<file path="src/hdl/cbf_pkg.sv">
package cbf_pkg;

   localparam int COUNT_DIGITS = 6;
   localparam int CNT_W        = 4 * COUNT_DIGITS;
   localparam int DIG_W        = (COUNT_DIGITS > 1) ? $clog2(COUNT_DIGITS) : 1;

   // output slots of one request, in emission order
   localparam int SLOT_PTAB      = COUNT_DIGITS;
   localparam int SLOT_DOLLAR    = COUNT_DIGITS + 1;
   localparam int SLOT_META_M    = COUNT_DIGITS + 2;
   localparam int SLOT_META_DASH = COUNT_DIGITS + 3;
   localparam int SLOT_CARET     = COUNT_DIGITS + 4;
   localparam int SLOT_CHAR      = COUNT_DIGITS + 5;
   localparam int SLOT_N         = COUNT_DIGITS + 6;
   localparam int SLOT_W         = $clog2(SLOT_N);

   localparam int QUEUE_DEPTH = 4;
   localparam int QPTR_W      = $clog2(QUEUE_DEPTH);

   localparam int CSR_INDEX_W = 3;
   localparam int CSR_DATA_W  = 1;

   typedef enum logic [CSR_INDEX_W-1:0] {
      CSR_NUMBER_NONBLANK  = 3'd0,
      CSR_NUMBER_ALL       = 3'd1,
      CSR_SHOW_ENDS        = 3'd2,
      CSR_SQUEEZE_BLANK    = 3'd3,
      CSR_SHOW_TABS        = 3'd4,
      CSR_SHOW_NONPRINTING = 3'd5
   } csr_index_type;

   localparam logic [7:0] CH_NL     = 8'h0A;
   localparam logic [7:0] CH_TAB    = 8'h09;
   localparam logic [7:0] CH_SPACE  = 8'h20;
   localparam logic [7:0] CH_ZERO   = 8'h30;
   localparam logic [7:0] CH_DOLLAR = 8'h24;
   localparam logic [7:0] CH_CARET  = 8'h5E;
   localparam logic [7:0] CH_M      = 8'h4D;
   localparam logic [7:0] CH_DASH   = 8'h2D;
   localparam logic [7:0] CH_I      = 8'h49;
   localparam logic [7:0] CH_TILDE  = 8'd126;
   localparam logic [7:0] CH_DEL    = 8'd127;
   localparam logic [7:0] CTL_END   = 8'd32;
   localparam logic [7:0] META_END  = 8'd160;
   localparam logic [7:0] CARET_OFS = 8'd64;

   localparam logic [CNT_W-1:0] COUNT_ONE = CNT_W'(1);

   typedef struct packed {
      logic number_nonblank;
      logic number_all;
      logic show_ends;
      logic squeeze_blank;
      logic show_tabs;
      logic show_nonprinting;
   } cfg_type;

   typedef struct packed {
      logic [CNT_W-1:0]  count;
      logic              spaces;
      logic [7:0]        char_byte;
      logic [SLOT_N-1:0] mask;
   } entry_type;

   typedef struct packed {
      logic not_full;
      logic not_empty;
   } queue_status_type;

   function automatic logic [3:0] bcd_digit(input logic [CNT_W-1:0] v, input int p);
      logic [3:0] d;
      d = v[4*p +: 4];
      return (d > 4'd9) ? 4'd9 : d;
   endfunction

   // saturating BCD increment
   function automatic logic [CNT_W-1:0] bcd_advance(input logic [CNT_W-1:0] v);
      logic [CNT_W-1:0] res;
      logic [3:0]       d;
      logic             carry;
      logic             all_nine;
      res      = '0;
      carry    = 1'b1;
      all_nine = 1'b1;
      for (int i = 0; i < COUNT_DIGITS; i++) begin
         if (v[4*i +: 4] < 4'd9) all_nine = 1'b0;
      end
      for (int i = 0; i < COUNT_DIGITS; i++) begin
         d = bcd_digit(v, i);
         if (carry) begin
            if (d == 4'd9) begin
               d = 4'd0;
            end else begin
               d     = d + 4'd1;
               carry = 1'b0;
            end
         end
         res[4*i +: 4] = d;
      end
      return all_nine ? v : res;
   endfunction

endpackage

</file>
<file path="src/hdl/cbf_stream_if.sv">
interface cbf_req_if;
   logic       valid;
   logic       ready;
   logic [7:0] in_byte;
   logic       file_start;

   modport source (output valid, output in_byte, output file_start, input ready);
   modport sink   (input valid, input in_byte, input file_start, output ready);
endinterface

interface cbf_rsp_if;
   logic       valid;
   logic       ready;
   logic [7:0] out_byte;
   logic       last_of_run;

   modport source (output valid, output out_byte, output last_of_run, input ready);
   modport sink   (input valid, input out_byte, input last_of_run, output ready);
endinterface

</file>
<file path="src/hdl/cbf_front.sv">
module cbf_front (
   input  logic                      clock,
   input  logic                      reset,
   input  cbf_pkg::cfg_type          cfg,
   cbf_req_if.sink                   req_chan,
   input  cbf_pkg::queue_status_type q_status,
   output logic                      push,
   output cbf_pkg::entry_type        push_data
);
   import cbf_pkg::*;

   logic             prev_ff, prev_in;
   logic [1:0]       blank_ff, blank_in;
   logic [CNT_W-1:0] count_ff, count_in;

   logic             accept;
   logic             is_nl;
   logic             eff_prev;
   logic [1:0]       eff_blank;
   logic [CNT_W-1:0] eff_count;
   logic             nb, na;
   logic             squeeze_hit;
   logic [1:0]       blank_next;
   logic             drop;
   logic             do_number, do_spaces;
   logic             tab_caret;
   logic [7:0]       ch1;
   logic             ctl, meta, np_range;
   logic [7:0]       final_char;

   assign req_chan.ready = q_status.not_full;
   assign accept         = req_chan.valid & req_chan.ready;

   always_comb begin
      is_nl     = (req_chan.in_byte == CH_NL);
      eff_prev  = req_chan.file_start | prev_ff;
      eff_blank = req_chan.file_start ? 2'd0 : blank_ff;
      eff_count = req_chan.file_start ? COUNT_ONE : count_ff;
      nb        = cfg.number_nonblank;
      na        = cfg.number_all & ~nb;

      squeeze_hit = cfg.squeeze_blank & is_nl & eff_prev;
      if (squeeze_hit)
         blank_next = (eff_blank == 2'd3) ? 2'd3 : eff_blank + 2'd1;
      else
         blank_next = 2'd0;
      drop = squeeze_hit && (blank_next > 2'd1);

      do_number = eff_prev & ((nb & ~is_nl) | na);
      do_spaces = ~do_number & eff_prev & cfg.show_ends & nb;

      tab_caret = cfg.show_tabs && (req_chan.in_byte == CH_TAB);
      ch1       = tab_caret ? CH_I : req_chan.in_byte;
      ctl       = (ch1 < CTL_END) && (ch1 != CH_NL) && (ch1 != CH_TAB);
      meta      = cfg.show_nonprinting && (ch1 > CH_DEL) && (ch1 < META_END);
      np_range  = ((ch1 < CTL_END) || ((ch1 > CH_TILDE) && (ch1 < META_END)))
                  && (ch1 != CH_NL) && (ch1 != CH_TAB);
      if (cfg.show_nonprinting && np_range)
         final_char = (ch1 > CH_TILDE) ? ch1 - CARET_OFS : ch1 + CARET_OFS;
      else
         final_char = ch1;

      push_data                        = '0;
      push_data.count                  = eff_count;
      push_data.spaces                 = do_spaces;
      push_data.char_byte              = final_char;
      push_data.mask[SLOT_PTAB:0]      = {(SLOT_PTAB+1){do_number | do_spaces}};
      push_data.mask[SLOT_DOLLAR]      = cfg.show_ends & is_nl;
      push_data.mask[SLOT_META_M]      = meta;
      push_data.mask[SLOT_META_DASH]   = meta;
      push_data.mask[SLOT_CARET]       = tab_caret | meta
                                         | (cfg.show_nonprinting & (ctl | (ch1 == CH_DEL)));
      push_data.mask[SLOT_CHAR]        = 1'b1;

      push = accept & ~drop;

      prev_in  = prev_ff;
      blank_in = blank_ff;
      count_in = count_ff;
      if (accept) begin
         blank_in = blank_next;
         if (drop) begin
            prev_in  = eff_prev;
            count_in = eff_count;
         end else begin
            prev_in  = is_nl;
            count_in = do_number ? bcd_advance(eff_count) : eff_count;
         end
      end
   end

   always_ff @(posedge clock) begin
      if (reset) begin
         prev_ff  <= 1'b1;
         blank_ff <= 2'd0;
         count_ff <= COUNT_ONE;
      end else begin
         prev_ff  <= prev_in;
         blank_ff <= blank_in;
         count_ff <= count_in;
      end
   end

endmodule

</file>
<file path="src/hdl/cbf_queue.sv">
module cbf_queue (
   input  logic                      clock,
   input  logic                      reset,
   input  logic                      push,
   input  cbf_pkg::entry_type        push_data,
   input  logic                      pop,
   output cbf_pkg::entry_type        pop_data,
   output cbf_pkg::queue_status_type status
);
   import cbf_pkg::*;

   entry_type         mem [QUEUE_DEPTH];
   entry_type         pop_data_ff;
   logic [QPTR_W-1:0] wr_ptr_ff, wr_ptr_in;
   logic [QPTR_W-1:0] rd_ptr_ff, rd_ptr_in;
   logic [QPTR_W:0]   fill_ff, fill_in;

   always_comb begin
      status.not_full  = (fill_ff != (QPTR_W+1)'(QUEUE_DEPTH));
      status.not_empty = (fill_ff != '0);
      pop_data         = pop_data_ff;

      wr_ptr_in = push ? wr_ptr_ff + 1'b1 : wr_ptr_ff;
      rd_ptr_in = pop  ? rd_ptr_ff + 1'b1 : rd_ptr_ff;
      fill_in   = fill_ff;
      if (push && !pop)
         fill_in = fill_ff + 1'b1;
      else if (pop && !push)
         fill_in = fill_ff - 1'b1;
   end

   always_ff @(posedge clock) begin
      if (push) mem[wr_ptr_ff] <= push_data;
   end

   // read register follows the next head entry; bypass when the push lands there
   always_ff @(posedge clock) begin
      if (push && (wr_ptr_ff == rd_ptr_in)) pop_data_ff <= push_data;
      else                                  pop_data_ff <= mem[rd_ptr_in];
   end

   always_ff @(posedge clock) begin
      if (reset) begin
         wr_ptr_ff <= '0;
         rd_ptr_ff <= '0;
         fill_ff   <= '0;
      end else begin
         wr_ptr_ff <= wr_ptr_in;
         rd_ptr_ff <= rd_ptr_in;
         fill_ff   <= fill_in;
      end
   end

endmodule

</file>
<file path="src/hdl/cbf_back.sv">
module cbf_back (
   input  logic                      clock,
   input  logic                      reset,
   input  cbf_pkg::entry_type        q_data,
   input  cbf_pkg::queue_status_type q_status,
   output logic                      pop,
   cbf_rsp_if.source                 rsp_chan
);
   import cbf_pkg::*;

   entry_type         cur_ff, cur_in;
   logic              cur_valid_ff, cur_valid_in;

   logic [SLOT_W-1:0] slot;
   logic [SLOT_N-1:0] rest;
   logic              last;
   logic              fire;
   logic [7:0]        digit_chars [COUNT_DIGITS];

   // lowest pending slot goes out first
   always_comb begin : pick
      logic found;
      found = 1'b0;
      slot  = '0;
      for (int i = 0; i < SLOT_N; i++) begin
         if (!found && cur_ff.mask[i]) begin
            slot  = SLOT_W'(i);
            found = 1'b1;
         end
      end
      rest = cur_ff.mask & (cur_ff.mask - 1'b1);
      last = (rest == '0);
   end

   // digit slot 0 holds the most significant digit; leading zeros blank
   always_comb begin : digits
      logic       lead;
      logic [3:0] d;
      lead = 1'b1;
      for (int i = COUNT_DIGITS - 1; i >= 0; i--) begin
         d = bcd_digit(cur_ff.count, i);
         if (cur_ff.spaces) begin
            digit_chars[COUNT_DIGITS-1-i] = CH_SPACE;
         end else if (lead && (d == 4'd0) && (i != 0)) begin
            digit_chars[COUNT_DIGITS-1-i] = CH_SPACE;
         end else begin
            lead = 1'b0;
            digit_chars[COUNT_DIGITS-1-i] = CH_ZERO + {4'd0, d};
         end
      end
   end

   always_comb begin
      rsp_chan.valid       = cur_valid_ff;
      rsp_chan.last_of_run = last;
      if (slot < SLOT_W'(COUNT_DIGITS)) begin
         rsp_chan.out_byte = digit_chars[slot[DIG_W-1:0]];
      end else begin
         unique case (slot)
            SLOT_W'(SLOT_PTAB):      rsp_chan.out_byte = CH_TAB;
            SLOT_W'(SLOT_DOLLAR):    rsp_chan.out_byte = CH_DOLLAR;
            SLOT_W'(SLOT_META_M):    rsp_chan.out_byte = CH_M;
            SLOT_W'(SLOT_META_DASH): rsp_chan.out_byte = CH_DASH;
            SLOT_W'(SLOT_CARET):     rsp_chan.out_byte = CH_CARET;
            default:                 rsp_chan.out_byte = cur_ff.char_byte;
         endcase
      end

      fire = cur_valid_ff & rsp_chan.ready;
      pop  = q_status.not_empty & (~cur_valid_ff | (fire & last));

      cur_in       = cur_ff;
      cur_valid_in = cur_valid_ff;
      if (pop) begin
         cur_in       = q_data;
         cur_valid_in = 1'b1;
      end else if (fire) begin
         cur_in.mask  = rest;
         cur_valid_in = ~last;
      end
   end

   always_ff @(posedge clock) begin
      cur_ff <= cur_in;
   end

   always_ff @(posedge clock) begin
      if (reset) cur_valid_ff <= 1'b0;
      else       cur_valid_ff <= cur_valid_in;
   end

endmodule

</file>
<file path="src/hdl/cat_style_byte_formatter_unit.sv">
// Display filter for a byte stream: each request byte turns into a run of one to eleven
// response bytes (line number prefix, end marker, caret escapes, the byte itself), the
// final one flagged last_of_run; a newline removed by blank squeezing yields no response.
// Responses leave at one byte per clock from the back-end sequencer while the receiver is
// ready, so plain text flows at one byte per cycle. The front end classifies one request
// per cycle into a four-entry queue, so requests keep being taken while the response side
// is stalled, until that queue fills. Write the control registers only while the block
// is idle.
module cat_style_byte_formatter_unit (
   input  logic                             clock,
   input  logic                             reset,
   cbf_req_if.sink                          req_chan,
   cbf_rsp_if.source                        rsp_chan,
   input  logic                             csr_write_en,
   input  logic [cbf_pkg::CSR_INDEX_W-1:0]  csr_index,
   input  logic [cbf_pkg::CSR_DATA_W-1:0]   csr_write_data
);
   import cbf_pkg::*;

   cfg_type          cfg_ff, cfg_in;
   queue_status_type q_status;
   logic             q_push, q_pop;
   entry_type        q_push_data, q_pop_data;

   always_comb begin
      cfg_in = cfg_ff;
      if (csr_write_en) begin
         unique case (csr_index)
            CSR_NUMBER_NONBLANK:  cfg_in.number_nonblank  = csr_write_data[0];
            CSR_NUMBER_ALL:       cfg_in.number_all       = csr_write_data[0];
            CSR_SHOW_ENDS:        cfg_in.show_ends        = csr_write_data[0];
            CSR_SQUEEZE_BLANK:    cfg_in.squeeze_blank    = csr_write_data[0];
            CSR_SHOW_TABS:        cfg_in.show_tabs        = csr_write_data[0];
            CSR_SHOW_NONPRINTING: cfg_in.show_nonprinting = csr_write_data[0];
            default:              cfg_in = cfg_ff;
         endcase
      end
   end

   always_ff @(posedge clock) begin
      if (reset) cfg_ff <= '0;
      else       cfg_ff <= cfg_in;
   end

   cbf_front u_front (
      .clock     (clock),
      .reset     (reset),
      .cfg       (cfg_ff),
      .req_chan  (req_chan),
      .q_status  (q_status),
      .push      (q_push),
      .push_data (q_push_data)
   );

   cbf_queue u_queue (
      .clock     (clock),
      .reset     (reset),
      .push      (q_push),
      .push_data (q_push_data),
      .pop       (q_pop),
      .pop_data  (q_pop_data),
      .status    (q_status)
   );

   cbf_back u_back (
      .clock    (clock),
      .reset    (reset),
      .q_data   (q_pop_data),
      .q_status (q_status),
      .pop      (q_pop),
      .rsp_chan (rsp_chan)
   );

`ifndef SYNTHESIS
   a_no_overflow: assert property (@(posedge clock) disable iff (reset)
      q_push |-> q_status.not_full)
      else $error("queue written while full");

   a_no_underflow: assert property (@(posedge clock) disable iff (reset)
      q_pop |-> q_status.not_empty)
      else $error("queue read while empty");

   a_drain_idle: assert property (@(posedge clock) disable iff (reset)
      (rsp_chan.valid && rsp_chan.ready && rsp_chan.last_of_run && !q_status.not_empty)
      |=> !rsp_chan.valid)
      else $error("response shown with nothing queued");

   a_reset_quiet: assert property (@(posedge clock)
      $past(reset) |-> !rsp_chan.valid)
      else $error("response valid right after reset");
`endif

endmodule

</file>
<file path="src/flat_wrapper.sv">
// flat-port wrapper written by rule: the top's interface ports become plain ports
module cat_style_byte_formatter_unit_flat import cbf_pkg::*;
  (clock, reset, csr_write_en, csr_index, csr_write_data, req_chan_valid, req_chan_in_byte, req_chan_file_start, req_chan_ready, rsp_chan_valid, rsp_chan_out_byte, rsp_chan_last_of_run, rsp_chan_ready);
  cbf_req_if req_chan_i ();
  cbf_rsp_if rsp_chan_i ();
  input  logic clock;
  input  logic reset;
  input  logic csr_write_en;
  input  logic [cbf_pkg::CSR_INDEX_W-1:0] csr_index;
  input  logic [cbf_pkg::CSR_DATA_W-1:0] csr_write_data;
  input wire logic [$bits(req_chan_i.valid)-1:0] req_chan_valid;
  input wire logic [$bits(req_chan_i.in_byte)-1:0] req_chan_in_byte;
  input wire logic [$bits(req_chan_i.file_start)-1:0] req_chan_file_start;
  output wire logic [$bits(req_chan_i.ready)-1:0] req_chan_ready;
  output wire logic [$bits(rsp_chan_i.valid)-1:0] rsp_chan_valid;
  output wire logic [$bits(rsp_chan_i.out_byte)-1:0] rsp_chan_out_byte;
  output wire logic [$bits(rsp_chan_i.last_of_run)-1:0] rsp_chan_last_of_run;
  input wire logic [$bits(rsp_chan_i.ready)-1:0] rsp_chan_ready;
  assign req_chan_i.valid = req_chan_valid;
  assign req_chan_i.in_byte = req_chan_in_byte;
  assign req_chan_i.file_start = req_chan_file_start;
  assign req_chan_ready = req_chan_i.ready;
  assign rsp_chan_valid = rsp_chan_i.valid;
  assign rsp_chan_out_byte = rsp_chan_i.out_byte;
  assign rsp_chan_last_of_run = rsp_chan_i.last_of_run;
  assign rsp_chan_i.ready = rsp_chan_ready;
  cat_style_byte_formatter_unit u_core (.clock(clock), .reset(reset), .req_chan(req_chan_i), .rsp_chan(rsp_chan_i), .csr_write_en(csr_write_en), .csr_index(csr_index), .csr_write_data(csr_write_data));
endmodule
</file>
<file path="config.mk">
export PLATFORM = sky130hd
export DESIGN_NAME = cat_style_byte_formatter_unit_flat
export DESIGN_NICKNAME = d
export VERILOG_FILES = /design/src/hdl/cbf_pkg.sv /design/src/hdl/cbf_stream_if.sv /design/src/hdl/cbf_front.sv /design/src/hdl/cbf_queue.sv /design/src/hdl/cbf_back.sv /design/src/hdl/cat_style_byte_formatter_unit.sv /design/src/flat_wrapper.sv
export SDC_FILE = /design/constraint.sdc
export NUM_CORES = 1
export LEC_CHECK = 0
export BUFFER_PORTS_ARGS = -buffer_cell sky130_fd_sc_hd__buf_2
export CORE_MARGIN = 3
export CORE_UTILIZATION = 39
export DETAILED_ROUTE_END_ITERATION = 10
export GPL_TIMING_DRIVEN = 0
export REMOVE_ABC_BUFFERS = 1
export SYNTH_ARGS = -nofsm -noshare
export SYNTH_HDL_FRONTEND = slang
export SYNTH_SLANG_ARGS = --single-unit
</file>
<file path="constraint.sdc">
create_clock -name clock -period 3.4 [get_ports clock]
set_input_delay 0.51 -clock clock [delete_from_list [all_inputs] [get_ports clock]]
set_output_delay 0.51 -clock clock [all_outputs]
set_load 0.01 [all_outputs]
</file>
==> impl_summary.txt, run 1 <==
----------------------------------------------------
[Timing]
  Unrepaired setup endpoints after global routing ... true
  Final worst path period share ... 101%
  F_max ... approximately 290 MHz
  Finish-stage setup viols ... 1
  Slew margin rel. ... between 40% and 50%
  Worst setup margin ... -0.0271 ns
  Period minus WS final ... ~3.4 ns
  Final Hold Fails ... 0
  Final worst clock skew ... 0.0106 ns
  Pins over their slew limit ... 0
  Worst Max-Slew Pin Slew ... 0.805 ns

[Clock tree]
  Deepest level of the CTS H-tree ... 1
  Clock-pin slew of the registers on the worst-case setup and hold paths ... approximately 0.06 ns
  Number of buffers inserted during clock tree synthesis ... 25
  TritonCTS clock tree ... built
  Sinks on the clock net ... between 200 and 250
  Skew-Pair Late Insertion Delay ... ~0.5 ns
  Clock Root Buffer ... sky130_fd_sc_hd__clkbuf_16
  Maximum clock insertion buffer count ... 3

[Run status]
  Result of the run ... finished with violations
  Failing checks ... negative setup slack

[Power and ir drop]
  Total power divided by cell area ... approximately 800 nW/µm²
  Maximum vdd ir drop ... 0.606 mV
  Leakage component of the power ... 0.00404 µW

[Placed design]
  Placer congestion estimate ... just over 0.8
  Detailed placement HPWL ... ~14000 µm
  Placed cell area ... approximately 11000 µm²
  Dpl ws ... -0.493 ns
  Number of I/O port buffers ... 28

[Detailed routing]
  Residual DRC ... 0
  Final routed wirelength across all metal layers ... 21900 µm
  Routed Antenna Nets ... 0
  Vias ... roughly 6400
  First drt pass iteration count ... 8
  Iteration-0 DRC count of the detailed router ... ~560
  Per-cell routed wire length ... around 19 µm
  Avg Vias per Cell ... roughly 5.6

[Final layout]
  Share of layout cells above drive strength 1 ... 21.9%
  Final cell utilization of the core ... between 40% and 50%
  Post-route standard cell area excluding fillers ... about 12000 µm²
  # nets final ... 825
  Number of antenna repair diodes ... 0
  Area Overhead vs Synth ... 16.9%

[Critical path]
  Critical Path RT ... roughly 2.9 ns
  Data arrival time of the critical path ... 2.92 ns
  Crit path launch type ... flop
  Kind of capture point of the worst setup path ... output pin
  Highest net fanout along the worst path ... 8
  Critical path type ... reg -> out

[Die]
  Count of boundary I/O pins ... 29
  Starting density of the core ... 40.3%
  Area of the core ... about 26000 µm²
  Die area ... 28400 µm²
  Chip width ... approximately 170 µm
  Rows ... just under 60
  Die H ... between 150 and 200 µm

[Yosys]
  Synth Flop Type ... sky130_fd_sc_hd__edfxtp_1
  Avg Inst Size Synth ... ~14 µm²
  Mapped cell area ... 10300 µm²
  Flops & latches, synth ... roughly 240
  Async S/R FF share, synth ... 0%
  Synthesized netlist cell count ... around 750
  Part of the Yosys area used for sequential elements ... 64.7%
  Yosys warning count ... 0
  Number of enable flip-flop cells after synthesis ... between 150 and 200
  Distinct cells, synth ... 77

[GRT]
  Combined global-route utilization of all metal layers ... 15.0%
  Vias in the first global route ... 6117
  Global-route wire length before repair ... 34000 µm
  Antenna violations before repair ... 0
  Maximum number of pins on one net before global-route repair ... 45
  Congestion Overflow GR ... 0

[Flow run]
  # Max-Cap Violations ... 0

[Min path]
  Hold/Removal Path Class ... in -> reg

----------------------------------------------------
## sequential cells by signal (all words and copies together), names as in the netlist, named ones only
name                          cells
u_core.u_queue.mem              148
u_core.u_back.cur_ff             45
u_core.u_queue.fill_ff            3
u_core.u_front.prev_ff            1
u_core.cfg_ff                     6
u_core.u_back.rsp_chan.valid      1
u_core.u_front.blank_ff           2
u_core.u_queue.wr_ptr_ff          2
u_core.u_queue.rd_ptr_ff          2
u_core.u_front.count_ff          24
## worst max-delay path: stages (launching register included)
cell and delay [ns]:
sky130_fd_sc_hd__edfxtp_1 0.51, sky130_fd_sc_hd__or4_4 0.59, sky130_fd_sc_hd__nor3_4 0.23, sky130_fd_sc_hd__buf_6 0.14
sky130_fd_sc_hd__a21oi_4 0.08, sky130_fd_sc_hd__or3b_1 0.42, sky130_fd_sc_hd__a31oi_2 0.19, sky130_fd_sc_hd__o31ai_2 0.08
sky130_fd_sc_hd__buf_2 0.15
## final cells by class
type / count / area (µm²)
Clock inverter: 17 / 188
Sequential cell: 236 / 6660
Fill cell: 2224 / 13500
Inverter: 19 / 71.3
Clock buffer: 28 / 637
Multi-Input combinational cell: 457 / 3570
Timing Repair Buffer: 62 / 487
Tap cell: 330 / 413
## synthesized netlist by cell type (4+ instances only)
cell	instances	area share, %
sky130_fd_sc_hd__a211o_1	4	0.34
sky130_fd_sc_hd__a211oi_1	6	0.44
sky130_fd_sc_hd__a21o_1	4	0.29
sky130_fd_sc_hd__a21oi_1	35	1.7
sky130_fd_sc_hd__a22o_1	4	0.34
sky130_fd_sc_hd__a22oi_1	5	0.36
sky130_fd_sc_hd__a31o_1	4	0.34
sky130_fd_sc_hd__a31oi_1	9	0.55
sky130_fd_sc_hd__a32oi_1	7	0.60
sky130_fd_sc_hd__and2_1	9	0.55
sky130_fd_sc_hd__and3_1	7	0.43
sky130_fd_sc_hd__buf_1	4	0.15
sky130_fd_sc_hd__buf_2	5	0.24
sky130_fd_sc_hd__clkbuf_1	26	0.95
sky130_fd_sc_hd__dfxtp_1	43	8.4
sky130_fd_sc_hd__edfxtp_1	193	56
sky130_fd_sc_hd__ha_1	5	0.61
sky130_fd_sc_hd__inv_1	18	0.66
sky130_fd_sc_hd__mux2i_1	7	0.68
sky130_fd_sc_hd__mux4_2	37	8.1
sky130_fd_sc_hd__nand2_1	38	1.4
sky130_fd_sc_hd__nand2b_1	6	0.36
sky130_fd_sc_hd__nand3_1	13	0.63
sky130_fd_sc_hd__nand4b_1	4	0.34
sky130_fd_sc_hd__nor2_1	62	2.3
sky130_fd_sc_hd__nor2b_1	23	1.4
sky130_fd_sc_hd__nor3_1	26	1.3
sky130_fd_sc_hd__nor3b_1	4	0.29
sky130_fd_sc_hd__nor4_1	9	0.55
sky130_fd_sc_hd__o211ai_1	4	0.29
sky130_fd_sc_hd__o21ai_0	41	2.0
sky130_fd_sc_hd__o31ai_1	9	0.66
sky130_fd_sc_hd__or3_1	5	0.30
sky130_fd_sc_hd__xnor2_1	5	0.43
## cell families after synthesis
kind of cell               count (synthesis)  share of synthesized area (%)
xor gates and xnor gates                   9                          0.839
DFF                                      236                           64.7
AOI/OAI and AO/OA                        168                           11.2
and+or+nand+nor                          228                           11.5
muxes                                     45                           8.89
buffers and inverters                     54                           2.03
adders and majority gates                  6                          0.803
## power by group
part	switching, µW	internal (µW)
combinational	1330	1180
clock	1080	1650
sequential	454	3770
total	2860	6590
## metal layers
metal	wire (µm)	GRT usage (%)	vias up
met5	0	0	-
met4	542	5.02	0
met3	912	2.04	45
met2	10300	24.0	143
met1	10100	21.1	3202
li1	-	-	3021
## metrics by stage
stage | power, µW | hold WS [ns] | TNS [ns] | cells
final | 9450 | 0.266 | -0.0271 | 1149
after global routing | 9910 | 0.250 | -0.452 | 1149
after CTS | 9250 | 0.234 | 0 | 1129
after detailed placement | 6360 | 0.450 | -1.10 | 1076
after global placement | 6280 | 0.459 | -160.89 | 1069
after floorplan | 5590 | 0.441 | -1.97 | 711
## cell usage in the layout, fill, tap and decap left out, types with 4 or more instances in the layout
master,count
sky130_fd_sc_hd__a211o_1,4
sky130_fd_sc_hd__a211oi_1,5
sky130_fd_sc_hd__a21o_1,4
sky130_fd_sc_hd__a21oi_1,33
sky130_fd_sc_hd__a22o_1,4
sky130_fd_sc_hd__a22oi_1,5
sky130_fd_sc_hd__a31o_1,4
sky130_fd_sc_hd__a31oi_1,7
sky130_fd_sc_hd__a32oi_1,7
sky130_fd_sc_hd__and2_1,5
sky130_fd_sc_hd__and2_2,4
sky130_fd_sc_hd__and3_1,7
sky130_fd_sc_hd__buf_12,5
sky130_fd_sc_hd__buf_2,28
sky130_fd_sc_hd__buf_4,26
sky130_fd_sc_hd__bufinv_16,4
sky130_fd_sc_hd__clkbuf_16,26
sky130_fd_sc_hd__clkinv_1,4
sky130_fd_sc_hd__clkinv_2,7
sky130_fd_sc_hd__dfxtp_1,41
sky130_fd_sc_hd__edfxtp_1,193
sky130_fd_sc_hd__ha_1,4
sky130_fd_sc_hd__inv_1,18
sky130_fd_sc_hd__mux2i_1,7
sky130_fd_sc_hd__mux4_2,37
sky130_fd_sc_hd__nand2_1,38
sky130_fd_sc_hd__nand2b_1,6
sky130_fd_sc_hd__nand3_1,12
sky130_fd_sc_hd__nand4b_1,4
sky130_fd_sc_hd__nor2_1,60
sky130_fd_sc_hd__nor2b_1,23
sky130_fd_sc_hd__nor3_1,25
sky130_fd_sc_hd__nor3b_1,4
sky130_fd_sc_hd__nor4_1,7
sky130_fd_sc_hd__o211ai_1,4
sky130_fd_sc_hd__o21ai_0,40
sky130_fd_sc_hd__o31ai_1,8
sky130_fd_sc_hd__or3_1,5
sky130_fd_sc_hd__xnor2_1,5
## timing repair
item                       4_1_cts  5_1_grt
pin swaps                        4       11
buffers inserted                 8       19
setup endpoints to repair       11        9
resized for setup               11       16
hold buffers                     0        0
cloned                           0        1
## final timing paths
kind	start	cells after the start	slack (ns)	end
setup / recovery	u_core.u_back.cur_ff[4]$_DFFE_PP_	8	-0.03	rsp_chan_out_byte[0]
hold / removal	req_chan_in_byte[3]	1	0.27	u_core.u_queue.mem[0][14]$_DFFE_PP_
setup reg to reg	u_core.u_back.cur_ff[4]$_DFFE_PP_	13	0.15	u_core.u_queue.fill_ff[2]$_SDFFE_PP0P_
hold reg to reg	u_core.u_queue.rd_ptr_ff[0]$_SDFF_PP0_	1	0.46	flop
Note: power is estimated with default switching activity, not from simulation.
==> run 2: changes to the inputs <==
--- a/config.mk
+++ b/config.mk
@@ -8,6 +8,7 @@
 export BUFFER_PORTS_ARGS = -buffer_cell sky130_fd_sc_hd__buf_2
 export CORE_MARGIN = 3
 export CORE_UTILIZATION = 39
+export CTS_BUF_LIST = sky130_fd_sc_hd__clkbuf_2 sky130_fd_sc_hd__clkbuf_4 sky130_fd_sc_hd__clkbuf_8
 export DETAILED_ROUTE_END_ITERATION = 10
 export GPL_TIMING_DRIVEN = 0
 export REMOVE_ABC_BUFFERS = 1
==> constraint.sdc (replaced) <==
create_clock -name clock -period 3.4 [get_ports clock]
set_input_delay 0.68 -clock clock [delete_from_list [all_inputs] [get_ports clock]]
set_output_delay 0.68 -clock clock [all_outputs]
set_load 0.01 [all_outputs]
==> impl_summary.txt, run 2 (synthesis gave the netlist of run 1 again) <==
----------------------------------------------------
[Run status]
  Result of the run ... finished with violations (unchanged)
  Failing checks ... negative setup slack (unchanged)

[Critical path]
  CP top delay family ... simple AND/OR/NAND/NOR gates (unchanged)
  Crit path launch type ... flop (unchanged)
  Critical Path RT ... 2.72 ns (was 2.89 ns)
  Delay contributed by the slowest stage of the critical path ... 0.61 ns (was 0.59 ns)
  Highest net fanout along the worst path ... 5 (was 8)
  Cells along the critical path ... or4_4 -> nor3_4 -> buf_4 -> a21oi_4 -> buf_6 -> o21ai_2 -> a32oi_1 -> a32oi_1 -> buf_2 (was or4_4 -> nor3_4 -> buf_6 -> a21oi_4 -> or3b_1 -> a31oi_2 -> o31ai_2 -> buf_2)
  Data arrival time of the critical path ... 2.90 ns (was 2.92 ns)
  Slowest stage cell, crit path ... sky130_fd_sc_hd__or4_4 (unchanged)
  Total buffers and inverters traversed by the critical path ... 3 (was 2)
  Kind of capture point of the worst setup path ... output pin (unchanged)
  Crit-path most repeated cell ... sky130_fd_sc_hd__a32oi_1
  Critical path type ... reg -> out (unchanged)

[Die]
  Die area ... 28400 µm² (unchanged)
  Chip width ... 168 µm (unchanged)
  Starting density of the core ... 40.3% (unchanged)
  Die H ... 168 µm (unchanged)
  Rows ... 58 (unchanged)
  Count of boundary I/O pins ... 29 (unchanged)
  Area of the core ... 25500 µm² (unchanged)

[Placed design]
  Placer congestion estimate ... 0.815 (unchanged)
  Number of I/O port buffers ... 28 (unchanged)
  Cell count after placement ... 1076 (unchanged)
  Detailed placement HPWL ... 14100 µm (unchanged)
  Dpl ws ... -0.493 ns (unchanged)

[Power and ir drop]
  Leakage component of the power ... 0.00423 µW (was 0.00404 µW)
  Total power divided by cell area ... 806 nW/µm² (was 786 nW/µm²)
  Maximum vdd ir drop ... 0.581 mV (was 0.606 mV)

[Final layout]
  Non-filler cells in the finished layout ... 1195 (was 1149)
  Most common cell after layout, fill and taps aside ... sky130_fd_sc_hd__edfxtp_1 (unchanged)
  Most flops, register ... u_core.u_queue.mem (unchanged)
  # nets final ... 860 (was 825)
  Most used cells in the layout excluding fill and tap cells ... 193 x sky130_fd_sc_hd__edfxtp_1, 57 x sky130_fd_sc_hd__nor2_1, 42 x sky130_fd_sc_hd__clkbuf_8 (was 193 x sky130_fd_sc_hd__edfxtp_1, 60 x sky130_fd_sc_hd__nor2_1, 41 x sky130_fd_sc_hd__dfxtp_1)
  Flip-flop count of the largest register, all copies and words added ... 148 (unchanged)
  Area Overhead vs Synth ... 20.1% (was 16.9%)
  Number of antenna repair diodes ... 0 (unchanged)
  Fillers ... 2165 (was 2224)
  Registers with the highest flip-flop counts ... u_core.u_queue.mem x148, u_core.u_back.cur_ff x45, u_core.u_front.count_ff x24 (unchanged)
  Share of layout cells above drive strength 1 ... 27.5% (was 21.9%)

[Clock tree]
  Clock-pin slew of the registers on the worst-case setup and hold paths ... 0.07 ns (was 0.06 ns)
  Sinks on the clock net ... 236 (unchanged)
  Deepest level of the CTS H-tree ... 2 (was 1)
  # hold bufs at CTS ... 0 (unchanged)
  Clock Root Buffer ... sky130_fd_sc_hd__clkbuf_8 (was sky130_fd_sc_hd__clkbuf_16)
  TritonCTS clock tree ... built (unchanged)
  Number of buffers inserted during clock tree synthesis ... 40 (was 25)
  Skew-Pair Late Insertion Delay ... 0.52 ns (was 0.51 ns)
  Maximum clock insertion buffer count ... 3 (unchanged)

[Timing]
  Slew margin rel. ... 46.8% (was 46.4%)
  Final worst clock skew ... 0.0189 ns (was 0.0106 ns)
  F_max ... 279 MHz (was 292 MHz)
  Unrepaired setup endpoints after global routing ... true (unchanged)
  Period minus WS final ... 3.58 ns (was 3.43 ns)
  Pins over their slew limit ... 0 (unchanged)
  Worst setup margin ... -0.182 ns (was -0.0271 ns)
  Finish-stage setup viols ... 7 (was 1)
  Final Hold Fails ... 0 (unchanged)
  Worst Max-Slew Pin Slew ... 0.799 ns (was 0.805 ns)
  Final worst path period share ... 105% (was 101%)

[GRT]
  Antenna violations before repair ... 0 (unchanged)
  Combined global-route utilization of all metal layers ... 15.5% (was 15.0%)
  Maximum number of pins on one net before global-route repair ... 45 (unchanged)
  Global-route wire length before repair ... 35100 µm (was 34000 µm)
  Vias in the first global route ... 6424 (was 6117)
  Congestion Overflow GR ... 0 (unchanged)

[Detailed routing]
  Vias ... 6722 (was 6411)
  Avg Vias per Cell ... 5.63 (was 5.58)
  Iteration-0 DRC count of the detailed router ... 658 (was 563)
  Residual DRC ... 0 (unchanged)
  First drt pass iteration count ... 5 (was 8)
  Final routed wirelength across all metal layers ... 22800 µm (was 21900 µm)
  Routed Antenna Nets ... 0 (unchanged)
  Per-cell routed wire length ... 19.1 µm (about the same)

[Min path]
  Hold/Removal Path Class ... in -> reg (unchanged)

[Flow run]
  # Max-Cap Violations ... 0 (unchanged)

----------------------------------------------------
[run 2: cell types whose count changed in the layout (fill, tap and decap cells not counted), sizes merged]
cell / delta
bufinv: +1
clkinv: -1
clkbuf: +26
inv: -1
o22ai: +1
buf: +20
[run 2: area by class of cell]
| class | instances | area (µm²) | area share, % |
|---|---|---|---|
| Inverter | 19 | 71.3 | 0.577 |
| Multi-Input combinational cell | 458 | 3680 | 29.8 |
| Tap cell | 330 | 413 | 3.34 |
| Sequential cell | 236 | 6660 | 53.9 |
| Timing Repair Buffer | 81 | 658 | 5.33 |
| Clock inverter | 16 | 199 | 1.61 |
| Clock buffer | 55 | 676 | 5.47 |
[run 2: power breakdown]
group / internal [µW] / total, µW / switching (µW) / leakage [µW]
clock network: 1670 / 2770 / 1100 / 0.000464
logic: 1440 / 2990 / 1550 / 0.00161
registers: 3770 / 4200 / 433 / 0.00215
[run 2: path summary, 6_finish.rpt]
check / slack [ns] / start / endpoint / cells after the start
max: -0.18 / u_core.u_back.cur_ff[3]$_DFFE_PP_ / rsp_chan_out_byte[4] / 9
min: 0.41 / req_chan_in_byte[3] / u_core.u_queue.mem[0][14]$_DFFE_PP_ / 1
max reg2reg: -0.02 / u_core.u_back.cur_ff[3]$_DFFE_PP_ / u_core.u_queue.fill_ff[2]$_SDFFE_PP0P_ / 15
min reg2reg: 0.46 / u_core.u_queue.rd_ptr_ff[0]$_SDFF_PP0_ / flop / 1
[run 2: repair_timing]
action / in CTS / in global routing
pin swaps: 8 / 16
setup buffers: 29 / 17
gates cloned: 1 / 1
gates resized for setup: 19 / 39
endpoints found under the setup margin: 12 / 9
[run 2: through the flow]
step           hold WS (ns)  cell area, µm²  setup TNS, ns  utilization (%)  power (µW)
2_1_floorplan         0.441           10100          -1.97                -        5590
3_3_place_gp          0.459           10700        -175.58             41.9        6280
3_5_place_dp          0.450           10900          -2.49             42.5        6360
4_1_cts               0.393           12000         -0.272             47.2        9550
5_1_grt               0.398           12400          -1.65             48.4       10400
6_report              0.413           12400         -0.868             48.4        9960
[run 2: metal layers]
metal / track usage (%) / vias to the layer above / routed length, µm
met5: 0 / - / 0
met4: 6.05 / 0 / 705
met3: 2.91 / 64 / 1180
met2: 24.8 / 223 / 10800
met1: 21.2 / 3333 / 10200
li1: - / 3102 / -
[run 2: worst register-to-register path, delay by kind of cell (launching register included)]
| kind | cells | cell delay [ns] |
|---|---|---|
| buffers and inverters | 6 | 0.78 |
| xor gates and xnor gates | 1 | 0.08 |
| DFF | 1 | 0.43 |
| adders and majority gates | 2 | 0.39 |
| and+or+nand+nor | 3 | 1.14 |
| AOI/OAI and AO/OA | 3 | 0.53 |
